**config.mk**
```make
export PLATFORM = sky130hd
export DESIGN_NAME = afd_window
export DESIGN_NICKNAME = d
export VERILOG_FILES = /design/src/sv/at_response_frame_detector_top_macros.svh /design/src/sv/afd_pkg.sv /design/src/sv/afd_cell.sv /design/src/sv/afd_window.sv
export SDC_FILE = /design/constraint.sdc
export NUM_CORES = 1
export LEC_CHECK = 0
export CAP_MARGIN = 20
export CORE_MARGIN = 2
export CORE_UTILIZATION = 40
export DETAILED_ROUTE_END_ITERATION = 12
export DONT_BUFFER_PORTS = 1
export GPL_ROUTABILITY_DRIVEN = 1
export GPL_TIMING_DRIVEN = 0
export SLEW_MARGIN = 0
export SYNTH_ARGS = -nofsm -noshare
export SYNTH_HDL_FRONTEND = slang
export SYNTH_SLANG_ARGS = --single-unit
```
**constraint.sdc**
```tcl
create_clock -name clk_i -period 3.1 [get_ports clk_i]
set_clock_uncertainty 0.05 [all_clocks]
set_input_delay 0.31 -clock clk_i [delete_from_list [all_inputs] [get_ports clk_i]]
set_output_delay 0.31 -clock clk_i [all_outputs]
set_load 0.1 [all_outputs]
```
**src/sv/at_response_frame_detector_top_macros.svh**
```systemverilog
// Assertion macros for the modem response frame detector.
`ifndef AT_RESPONSE_FRAME_DETECTOR_TOP_MACROS_SVH
`define AT_RESPONSE_FRAME_DETECTOR_TOP_MACROS_SVH
`ifndef SYNTHESIS
`define AFD_ASSERT(lbl, clk, rstn, prop) \
  lbl: assert property (@(posedge clk) disable iff (!rstn) (prop)) \
    else $error("frame detector check failed");
`define AFD_ASSERT_NEXT(lbl, clk, rstn, cond, expr) \
  lbl: assert property (@(posedge clk) disable iff (!rstn) (cond) |=> (expr)) \
    else $error("frame detector next-cycle check failed");
`else
`define AFD_ASSERT(lbl, clk, rstn, prop)
`define AFD_ASSERT_NEXT(lbl, clk, rstn, cond, expr)
`endif
`endif

```
**src/sv/afd_pkg.sv**
```systemverilog
// Shared types, constants and terminator patterns of the frame detector.
`default_nettype none
package afd_pkg;

  localparam int unsigned FRAME_DEPTH = 1024;
  localparam int unsigned CNT_W       = $clog2(FRAME_DEPTH);
  localparam int unsigned HIST_LEN    = 8;
  localparam int unsigned WIN_LEN     = HIST_LEN + 1;

  typedef enum logic [1:0] {
    CMD_ARM  = 2'd0,
    CMD_BYTE = 2'd1,
    CMD_READ = 2'd2
  } cmd_e;

  typedef enum logic [1:0] {
    RES_FAIL  = 2'd0,
    RES_OK    = 2'd1,
    RES_ERROR = 2'd2
  } result_e;

  // window position 0 is the oldest byte, position WIN_LEN-1 the newest
  localparam logic [WIN_LEN-1:0][7:0] OK_PAT = {
    8'h0A, 8'h0D, 8'h4B, 8'h4F, 8'h0A, 8'h0D, 8'h00, 8'h00, 8'h00
  };
  localparam logic [WIN_LEN-1:0] OK_CARE = 9'b111111000;
  localparam logic [WIN_LEN-1:0][7:0] ERR_PAT = {
    8'h0A, 8'h0D, 8'h52, 8'h4F, 8'h52, 8'h52, 8'h45, 8'h0A, 8'h0D
  };

  typedef struct packed {
    logic [1:0] command;
    logic [7:0] byte_value;
    logic [9:0] read_index;
  } in_word_t;

  typedef struct packed {
    logic [1:0] result_code;
    logic       receiving;
    logic [9:0] byte_count;
    logic [7:0] read_data;
  } out_word_t;

  typedef struct packed {
    logic shift;
    logic clear;
  } win_ctl_t;

  typedef struct packed {
    logic ok_match;
    logic err_match;
  } win_hit_t;

endpackage
`default_nettype wire

```
**src/sv/afd_cell.sv**
```systemverilog
// One history cell: holds a byte, passes it on, compares it to its pattern bytes.
`default_nettype none
module afd_cell (
  input  logic             clk_i,
  input  logic             rst_ni,
  input  afd_pkg::win_ctl_t ctl_i,
  input  logic [7:0]       byte_i,
  input  logic [7:0]       ok_pat_i,
  input  logic             ok_care_i,
  input  logic [7:0]       err_pat_i,
  output logic [7:0]       byte_o,
  output logic             ok_hit_o,
  output logic             err_hit_o
);

  logic [7:0] byte_q;

  always_ff @(posedge clk_i or negedge rst_ni) begin
    if (!rst_ni) begin
      byte_q <= '0;
    end else if (ctl_i.clear) begin
      byte_q <= '0;
    end else if (ctl_i.shift) begin
      byte_q <= byte_i;
    end
  end

  assign byte_o    = byte_q;
  assign ok_hit_o  = !ok_care_i || (byte_q == ok_pat_i);
  assign err_hit_o = (byte_q == err_pat_i);

endmodule
`default_nettype wire

```
**src/sv/afd_window.sv**
```systemverilog
// Chain of history cells and the terminator match over the newest bytes.
`default_nettype none
module afd_window (
  input  logic              clk_i,
  input  logic              rst_ni,
  input  afd_pkg::win_ctl_t ctl_i,
  input  logic [7:0]        byte_i,
  output afd_pkg::win_hit_t hit_o
);

  logic [afd_pkg::HIST_LEN-1:0][7:0] hist;
  logic [afd_pkg::HIST_LEN-1:0]      ok_hit;
  logic [afd_pkg::HIST_LEN-1:0]      err_hit;

  for (genvar k = 0; k < afd_pkg::HIST_LEN; k++) begin : g_cell
    logic [7:0] feed;
    if (k == afd_pkg::HIST_LEN - 1) begin : g_head
      assign feed = byte_i;
    end else begin : g_link
      assign feed = hist[k+1];
    end
    afd_cell u_cell (
      .clk_i     (clk_i),
      .rst_ni    (rst_ni),
      .ctl_i     (ctl_i),
      .byte_i    (feed),
      .ok_pat_i  (afd_pkg::OK_PAT[k]),
      .ok_care_i (afd_pkg::OK_CARE[k]),
      .err_pat_i (afd_pkg::ERR_PAT[k]),
      .byte_o    (hist[k]),
      .ok_hit_o  (ok_hit[k]),
      .err_hit_o (err_hit[k])
    );
  end

  assign hit_o.ok_match  = (&ok_hit) &&
                           (byte_i == afd_pkg::OK_PAT[afd_pkg::WIN_LEN-1]);
  assign hit_o.err_match = (&err_hit) &&
                           (byte_i == afd_pkg::ERR_PAT[afd_pkg::WIN_LEN-1]);

endmodule
`default_nettype wire
```
After elaboration in Yosys (flattened, before gate mapping)
Cells that the tools add are included.

Add/subtract/negate cells: 0. Multipliers: 0. Divide/modulo/power cells: 0. Order comparisons: 0. Equal/unequal tests: 12. Shift-type cells: 0. Muxes and demuxes: 16. Bitwise gates (word level): 0. Reductions and logical operators: 5.

Operators with widths (number): $mux 8 (16); $eq 8x4->1 const B (6); $eq 8x7->1 const B (6); $reduce_and 8->1 (1); $reduce_and 5->1 (1); $logic_and 1x1->1 (2); $reduce_bool 2->1 (1).

Register bits: 64. Latch bits: 0. Bits in writable memories: 0. ROM bits: 0. Input port bits: 12. Output and inout port bits: 2. Word-level logic and storage cells: 41. Memories: 0.

Depth between registers and ports, before layout
Gate-level depths: netlist of the first run.

Depth in word-level cells: 3. Gate-level depth with buffers: 4. Mapped depth without buffers: 4.

By module
A second synthesis of the first run with hierarchy kept.

Cell total of the unflattened synthesis: 394. Area, all modules: 4057.6 µm².

Modules (own cells, without submodules): afd_cell (times used 8, cells an instance 48, area an instance 499.2 µm², sequential area each 200.2 µm²); afd_window (times used 1, cells an instance 10, area an instance 63.8 µm², sequential area each 0.0 µm²).

Least setup slack after synthesis of the first run
Ideal clock, no wire load.

Kind: register to output. Start point: reg g_cell[5].u_cell.byte_q[4]. End point: out hit_o[1] in the netlist's numbering. Arrival: 1.864 ns. Data required time: 2.740 ns. Slack: 0.876 ns. Cell stages (with the launch flop): 5. Path buffers: 0. Cells stage by stage: dfrtp_1 nor4_2 nand4_1 nor4_1 and4_1.

RTL lines: start, declared (line afd_cell.sv:16) `logic [7:0] byte_q;`; start signal, assigned (line afd_cell.sv:24) `byte_q <= byte_i;`; end, declared (line afd_window.sv:8) `output afd_pkg::win_hit_t hit_o`.

==> metrics.cfg, run 1 <==
[clock_network]
htreeDepth=3
cts_buffers=9
cts_num_sinks=64
clk_latency_ps=340
clock_path_buffers=2
cts_setup_buffers=0
cts_root_buffer=clkbuf_8
clk_pin_slew_ps=70
cts_tree=built

[timing]
rsz0062_at_grt=no
tns_ps=0
max_slew_margin_pct=60.4
report.final.slew_viol_count=0
max_freq_ghz=0.348
layout_setup_ws_ps=228
fin_crit_sh_pct=92.7
period_needed_ps=2870
tightestPinTransition_ps=588
hold_viol_final=0
setup_viol=0

[synth]
synth_top_area_share_pct=57.3
synth_edf_count=0
synth_ff_type=dfrtp_1
ys_seq_area_share_pct=57.3
netlist_instances=238
avgSynthCellArea_um2=11.7
async_flop_share_pct=100
yosysTopAreaCell=dfrtp_1
synth.most_common_cell=nor2_1
synth_common_cells=nor2_1 (68), dfrtp_1 (64), mux2i_1 (64)
synth_area_leaders=dfrtp_1 (57%), mux2i_1 (23%), nor2_1 (9.1%)
synth_nets=250
syn_area_um2=2790
ys_warn_count=0
yosysUniqueCellTypes=20
synth-seq-cells=64

[cells_and_area]
fillCellCount=639
layout-drive-gt1-share_pct=11.3
largest_reg_flops=64
diodes=0
nets=263
areaGrowthSynthToFinish_pct=12.3
fin_cells=352
fin_area_um2=3140

[placement]
place_hpwl_um=4160
place_area_um2=2910
gp_congestion=0.755
dp_cells=334
post-place-ws_ps=375
portBuffers=0

[power_and_ir_drop]
p_int_w=0.00124
p_sw_w=0.000385
p_leak_nw=1.56
p_clk_share_pct=40.7
pwr-share-seq_pct=53.0
p_total_w=0.00162
power.density_nw_per_um2=517
switching_share_pct=23.7
ir_drop_mv=0.374
pwr-share-comb_pct=6.3

[worst_setup_path]
reg2reg_to=g_cell[4].u_cell.byte_o[6]$_DFFE_PN0P_
r2r_cells=2
r2r_slack_ps=2270
worstSetupEndpointType=output port
worst-path-stages=4
startpoint_type=flip-flop
cp_max_fo=3
critPathSlowestCell=and4_2
crit_required_ps=2740
critPathBufInv=0
path_cells=nor4_2 > nand4_1 > nor4_1 > and4_2
crit_arrival_ps=2510
path_class=reg2out
crit_end=hit_o[1]
crit_family=simple AND/OR/NAND/NOR gates
crit_start=g_cell[5].u_cell.byte_o[4]$_DFFE_PN0P_
max_stage_delay_ps=720
r2r_start=g_cell[4].u_cell.byte_o[6]$_DFFE_PN0P_

[route]
detail_route.iter0.violations=119
via_count=1828
detail_route.vias_per_cell=5.19
drt_wl_total_um=6100
first_pass_iters=4
wl_per_cell_um=17.3
drc=0
ant_nets=0

[floorplanning]
ioPinCount=14
fp-row-count=30
die_w_um=87.6
die_y_um=87.6
design.core.area_um2=6790
start_util_pct=41.1
die_area_um2=7670

[global_routing]
grt_max_degree=65
grt_pass1_wl_um=10100
antenna_found_initial=0
grt-ovfl-total=0
grt_pass1_vias=1915
track_usage_pct=17.9

[status]
status=finished clean

[job]
maxCapViolCount=0

[min_path]
hold_class=in2reg

-- worst register-to-register path: stages, from the launching register on --
cell,delay (ps)
dfrtp_1,430
mux2i_1,160
nor2_1,60
-- cells by family after synthesis --
group,count (synthesis),share of synthesized area (%)
and+or+nand+nor,96,17.6
DFF,64,57.3
buffers and inverters,14,2.19
muxes,64,22.9
-- repair_timing --
item	in CTS	in global routing
hold buffers	2	0
setup endpoints to repair	1	1
resized for setup	1	1
endpoints found under the hold margin	64	0
-- power groups by stage --
| stage | clock, W | sequential, W | combinational (W) |
|---|---|---|---|
| floorplan | 0 | 0.000870 | 0.0000650 |
| global placement | 0 | 0.000875 | 0.0000808 |
| detailed placement | 0 | 0.000875 | 0.0000813 |
| CTS | 0.000673 | 0.000859 | 0.000104 |
| global route | 0.000699 | 0.000861 | 0.000113 |
| finish | 0.000660 | 0.000859 | 0.000102 |
-- cells in the final DEF, fill, tap and decap left out, drive strengths merged --
master,count
and4bb,2
clkbuf,20
nor3,2
dfrtp,64
or4bb,1
nand4bb,1
buf,8
and4b,1
dlygate4sd3,1
mux2i,64
and3,1
nand2,1
and4,1
nor4,3
clkinv,3
nand4,6
or4,1
nor4bb,2
nor2,68
nor4b,6
-- layer usage --
layer	wire, um	global-route usage [%]	vias up
li1	-	-	859
met2	2750	27.1	46
met3	354	5.09	11
met1	2890	25.0	912
met5	0	0	-
met4	95	5.87	0
-- worst min-delay path by stage --
stage | from | to | slack [ps] | cells after the start
after CTS | byte_i[4] | g_cell[7].u_cell.byte_o[4]$_DFFE_PN0P_ | 60 | 2
after global placement | rst_ni | g_cell[0].u_cell.byte_o[6]$_DFFE_PN0P_ | -30 | 0
after global routing | byte_i[4] | g_cell[7].u_cell.byte_o[4]$_DFFE_PN0P_ | 90 | 2
after floorplan | rst_ni | g_cell[0].u_cell.byte_o[0]$_DFFE_PN0P_ | -40 | 0
final | byte_i[0] | g_cell[7].u_cell.byte_o[0]$_DFFE_PN0P_ | 70 | 2
after detailed placement | rst_ni | g_cell[0].u_cell.byte_o[3]$_DFFE_PN0P_ | -30 | 0
-- cell type report --
class                           count  area (um2)  share of cell area [%]
Clock inverter                      3        15.0                   0.478
Multi-Input combinational cell    160        1130                    36.1
Buffer                             14        61.3                    1.95
Timing Repair Buffer                2        37.5                    1.20
Sequential cell                    64        1600                    51.0
Clock buffer                       13         169                    5.38
Tap cell                           96         120                    3.83
-- metrics by stage --
stage / hold slack, ps / util (%)
final: 72.5 / 46.2
after global routing: 89.2 / 46.2
after CTS: 63.3 / 46.2
after detailed placement: -33.9 / 42.9
after global placement: -33.8 / 42.9
after floorplan: -35.6 / -
Note: power is estimated with default switching activity, not from simulation.
==> inputs of run 2 (changes only) <==
Settings changed: CORE_UTILIZATION 40 to 45.
Clock period 3.1 ns to 3.23 ns, I/O delays scaled along.
==> metrics.cfg, run 2 (synthesized netlist as in run 1, its figures left out) <==
[cells_and_area]
areaGrowthSynthToFinish_pct=11.3
layout-drive-gt1-share_pct=10.9  ; -0.39 points
diodes=0  ; unchanged
final_cell_mix=nor2_1 (68), mux2i_1 (64), dfrtp_1 (64)
largest_reg_flops=64  ; unchanged
nets=263  ; unchanged
final_common_cell=nor2_1

[placement]
portBuffers=0  ; unchanged
gp_congestion=0.732  ; -3.0%
place_hpwl_um=4170  ; about the same
post-place-ws_ps=481  ; +107 ps

[power_and_ir_drop]
p_total_w=0.00156  ; -3.9%
pwr-share-seq_pct=52.9  ; about the same
p_clk_share_pct=40.8  ; about the same
p_leak_nw=1.56  ; about the same
switching_share_pct=23.8  ; +0.098 points
p_sw_w=0.000371  ; -3.5%
p_int_w=0.00119  ; -4.0%
pwr-share-comb_pct=6.3  ; about the same
power.density_nw_per_um2=501  ; -3.0%
ir_drop_mv=0.284  ; -24%

[route]
detail_route.vias_per_cell=5.58  ; +7.5%
wl_per_cell_um=18.3  ; +5.5%
first_pass_iters=4  ; unchanged
drt_wl_total_um=6050  ; -0.79%
drc=0  ; unchanged
detail_route.iter0.violations=115  ; -3.4%
ant_nets=0  ; unchanged
via_count=1848  ; +1.1%

[timing]
whs_ps=98.6  ; +26.1 ps
tightestPinTransition_ps=968  ; +380 ps
fin_crit_sh_pct=94.8
tns_ps=0  ; unchanged
layout_setup_ws_ps=168  ; -59.7 ps
max_freq_ghz=0.327
max_slew_margin_pct=35.7  ; -25 points
rsz0062_at_grt=no
period_needed_ps=3060
setup_viol=0  ; unchanged
report.final.slew_viol_count=0  ; unchanged
hold_viol_final=0  ; unchanged

[worst_setup_path]
crit_start=g_cell[5].u_cell.byte_o[4]$_DFFE_PN0P_
crit_arrival_ps=2690  ; +180 ps
r2r_cells=2  ; unchanged
r2r_start=g_cell[4].u_cell.byte_o[6]$_DFFE_PN0P_
path_class=reg2out
worstSetupEndpointType=output port
cp_max_fo=3  ; unchanged
crit_required_ps=2860  ; +120 ps
startpoint_type=flip-flop

[clock_network]
clk_pin_slew_ps=70  ; about the same
cts_root_buffer=clkbuf_8
clock_path_buffers=2  ; unchanged
cts_num_sinks=64  ; unchanged
cts_buffers=9  ; unchanged
cts_tree=built
htreeDepth=3  ; unchanged
clk_latency_ps=340  ; about the same

[floorplanning]
die_area_um2=6860  ; -11%
die_y_um=82.8  ; -5.5%
design.core.area_um2=5960  ; -12%
start_util_pct=46.9  ; +5.8 points
ioPinCount=14  ; unchanged
fp-row-count=28  ; -6.7%
die_w_um=82.8  ; -5.5%

[min_path]
min_from=byte_i[5]
worstHoldPathCells=2  ; unchanged
hold_class=in2reg

[global_routing]
grt_max_degree=65  ; unchanged
track_usage_pct=20.9  ; +3.0 points
grt-ovfl-total=0  ; unchanged
grt_pass1_vias=1896  ; -0.99%
antenna_found_initial=0  ; unchanged
grt_pass1_wl_um=10200  ; +0.27%

[job]
maxCapViolCount=0  ; unchanged

[status]
status=finished clean

## run 2: cell count changes in the layout (fill, tap and decap cells not counted)
cell    change
and3_1      +1
and3_2      -1
## run 2: critical path: stages (launching register included)
cell     delay [ps]
dfrtp_1         430
nor4_2          300
nand4_1         130
nor4_1          580
and3_1          910
## run 2: path summary, 6_finish.rpt
check                                                          to  slack (ps)
max in group asynchronous  g_cell[3].u_cell.byte_o[2]$_DFFE_PN0P_        2400
hold reg to reg            g_cell[0].u_cell.byte_o[0]$_DFFE_PN0P_         470
setup reg to reg           g_cell[3].u_cell.byte_o[6]$_DFFE_PN0P_        2380
setup / recovery                                         hit_o[0]         170
min in group asynchronous  g_cell[0].u_cell.byte_o[2]$_DFFE_PN0P_         460
hold / removal             g_cell[7].u_cell.byte_o[5]$_DFFE_PN0P_         100
## run 2: repair_timing
item | 4_1_cts | 5_1_grt
hold buffers | 2 | 0
setup endpoints to repair | 0 | 1
buffers inserted | 0 | 0
endpoints found under the hold margin | 64 | 0
resized for setup | 0 | 1
## run 2: layout make-up
class                   instances  area, um2
repair buffers                  2       37.5
multi-input cells             160       1130
well taps                      75       93.8
plain buffers                  14       61.3
fillers                       555       2850
clock inverters                 3       15.0
clock buffers                  13        169
flip-flops and latches         64       1600
## run 2: layer usage
layer	share of wire (%)	GRT usage, %
met5	0	0
met4	1.7	9.34
met3	3.7	4.98
met2	45	31.1
met1	49	29.2
## run 2: per-stage QoR
| stage | utilization [%] | cells | instance area, um2 |
|---|---|---|---|
| detailed placement | 48.5 | 313 | 2890 |
| finish | 52.2 | 331 | 3110 |
| CTS | 52.2 | 331 | 3110 |
| global placement | 48.5 | 313 | 2890 |
| floorplan | - | 238 | 2790 |
| global route | 52.2 | 331 | 3110 |
## run 2: power by group through the flow
stage	registers (W)	logic, W	clock network, W
2_1_floorplan	0.000835	0.0000624	0
3_3_place_gp	0.000840	0.0000777	0
3_5_place_dp	0.000839	0.0000787	0
4_1_cts	0.000824	0.000100	0.000647
5_1_grt	0.000825	0.000109	0.000690
6_report	0.000824	0.0000977	0.000636
==> inputs of run 3 (changes only) <==
Settings changed: REMOVE_ABC_BUFFERS from default to 1.
==> metrics.cfg, run 3 (synthesized netlist as in run 1, its figures left out) <==
[floorplanning]
die_area_um2=6860  ; unchanged
start_util_pct=46.9  ; unchanged
ioPinCount=14  ; unchanged
die_w_um=82.8  ; unchanged
design.core.area_um2=5960  ; unchanged
die_y_um=82.8  ; unchanged
fp-row-count=28  ; unchanged

[route]
via_count=1751  ; -5.2%
first_pass_iters=4  ; unchanged
ant_nets=0  ; unchanged
detail_route.vias_per_cell=5.49  ; -1.7%
drt_wl_total_um=5540  ; -8.4%
wl_per_cell_um=17.4  ; -5.0%
drc=0  ; unchanged
detail_route.iter0.violations=124  ; +7.8%

[global_routing]
grt_max_degree=65  ; unchanged
grtUsageMet2_pct=28.1  ; -3.1 points
top_usage_layer=met2
grt_pass1_vias=1795  ; -5.3%
track_usage_pct=18.8  ; -2.1 points
antenna_found_initial=0  ; unchanged
grt_use_met1_pct=25.5  ; -3.7 points
grt_util_met3_pct=7.25  ; +2.3 points
grt-ovfl-total=0  ; unchanged
grt_pass1_wl_um=9350  ; -8.1%

[cells_and_area]
layout-drive-gt1-share_pct=8.20  ; -2.7 points
areaGrowthSynthToFinish_pct=11.0
fin_cells=319  ; -3.6%
diodes=0  ; unchanged
final_cell_mix=nor2_1 (68), mux2i_1 (64), dfrtp_1 (64)
nets=251  ; -4.6%
largest_reg_flops=64  ; unchanged
final_common_cell=nor2_1

[min_path]
worstHoldPathCells=2  ; unchanged
hold_class=in2reg

[placement]
gp_congestion=0.816  ; +11%
dp_cells=299  ; -4.5%
post-place-ws_ps=549  ; +67.6 ps
place_hpwl_um=3300  ; -21%
portBuffers=0  ; unchanged

[power_and_ir_drop]
pwr-share-seq_pct=52.2  ; -0.7 points
p_int_w=0.00125  ; +4.9%
p_clk_share_pct=43.2  ; +2.4 points
switching_share_pct=21.1  ; -2.7 points
p_sw_w=0.000333  ; -10%
ir_drop_mv=0.283  ; -0.11%
p_leak_nw=1.54  ; -0.95%
power.density_nw_per_um2=509  ; +1.6%
pwr-share-comb_pct=4.6  ; -1.7 points

[worst_setup_path]
r2r_slack_ps=2420  ; +40 ps
worstSetupEndpointType=output port
cp_max_fo=3  ; unchanged
crit_required_ps=2860  ; about the same
crit_arrival_ps=2710  ; +20 ps
path_class=reg2out
startpoint_type=flip-flop
r2r_cells=2  ; unchanged

[timing]
max_freq_ghz=0.325  ; -0.54%
period_needed_ps=3080  ; +16.6 ps
report.final.slew_viol_count=0  ; unchanged
tns_ps=0  ; unchanged
setup_viol=0  ; unchanged
hold_viol_final=0  ; unchanged
layout_setup_ws_ps=151  ; -16.6 ps
fin_crit_sh_pct=95.3  ; +0.52 points
max_slew_margin_pct=34.1  ; -1.6 points
whs_ps=94.1  ; -4.50 ps
rsz0062_at_grt=no
tightestPinTransition_ps=993  ; +24.2 ps

[job]
maxCapViolCount=0  ; unchanged

[clock_network]
cts_setup_buffers=0  ; unchanged
hold_buffers=4  ; +2
cts_num_sinks=64  ; unchanged
clock_path_buffers=2  ; unchanged
cts_buffers=9  ; unchanged
cts_root_buffer=clkbuf_8
cts_tree=built
cts-resized-gates=0  ; unchanged
clk_pin_slew_ps=70  ; about the same
htreeDepth=3  ; unchanged
clk_latency_ps=330  ; about the same

[status]
status=finished clean

-- run 3: changes by cell type in the layout (fill, tap and decap cells not counted) --
cell | previous run | this run
buf_2 | 7 | 0
clkbuf_1 | 8 | 2
and4_1 | 0 | 1
and4_2 | 1 | 0
buf_16 | 1 | 2
bufinv_16 | 0 | 1
clkbuf_8 | 12 | 11
clkinv_2 | 3 | 2
dlygate4sd3_1 | 1 | 2
-- run 3: power groups by stage --
| stage | Clock [W] | Combinational, W | Sequential (W) |
|---|---|---|---|
| after detailed placement | 0 | 0.0000358 | 0.000840 |
| after global placement | 0 | 0.0000353 | 0.000839 |
| after global routing | 0.000741 | 0.0000817 | 0.000826 |
| final | 0.000682 | 0.0000722 | 0.000825 |
| after floorplan | 0 | 0.0000343 | 0.000835 |
| after CTS | 0.000704 | 0.0000743 | 0.000825 |
-- run 3: layer usage --
metal | wire length [um] | vias up
li1 | - | 834
met1 | 2670 | 876
met2 | 2560 | 33
met3 | 229 | 8
met4 | 80 | 0
met5 | 0 | -
-- run 3: worst paths after layout --
kind	start	end
min reg2reg	g_cell[0].u_cell.byte_o[7]$_DFFE_PN0P_	g_cell[0].u_cell.byte_o[7]$_DFFE_PN0P_
min	byte_i[7]	g_cell[7].u_cell.byte_o[7]$_DFFE_PN0P_
min in group asynchronous	rst_ni	g_cell[0].u_cell.byte_o[0]$_DFFE_PN0P_
max reg2reg	g_cell[3].u_cell.byte_o[0]$_DFFE_PN0P_	g_cell[2].u_cell.byte_o[0]$_DFFE_PN0P_
max in group asynchronous	rst_ni	g_cell[2].u_cell.byte_o[5]$_DFFE_PN0P_
max	g_cell[5].u_cell.byte_o[4]$_DFFE_PN0P_	hit_o[1]
-- run 3: final cells by class --
type	instances	area [um2]
Clock buffer	13	159
Sequential cell	64	1600
Timing Repair Buffer	4	75.1
Tap cell	75	93.8
Multi-Input combinational cell	160	1130
Clock inverter	3	40.0
Fill cell	551	2860
-- run 3: critical path: stages, from the launching register on --
cell and delay, ps:
dfrtp_1 420, nor4_2 350, nand4_1 130, nor4_1 520
and4_1 950
-- run 3: metrics by stage --
step	util [%]	total power [W]	cell area, um2
final	52.1	0.00158	3100
after CTS	52.1	0.00160	3100
after detailed placement	47.5	0.000876	2830
after global placement	47.5	0.000875	2830
after global routing	52.1	0.00165	3100
after floorplan	-	0.000869	2730
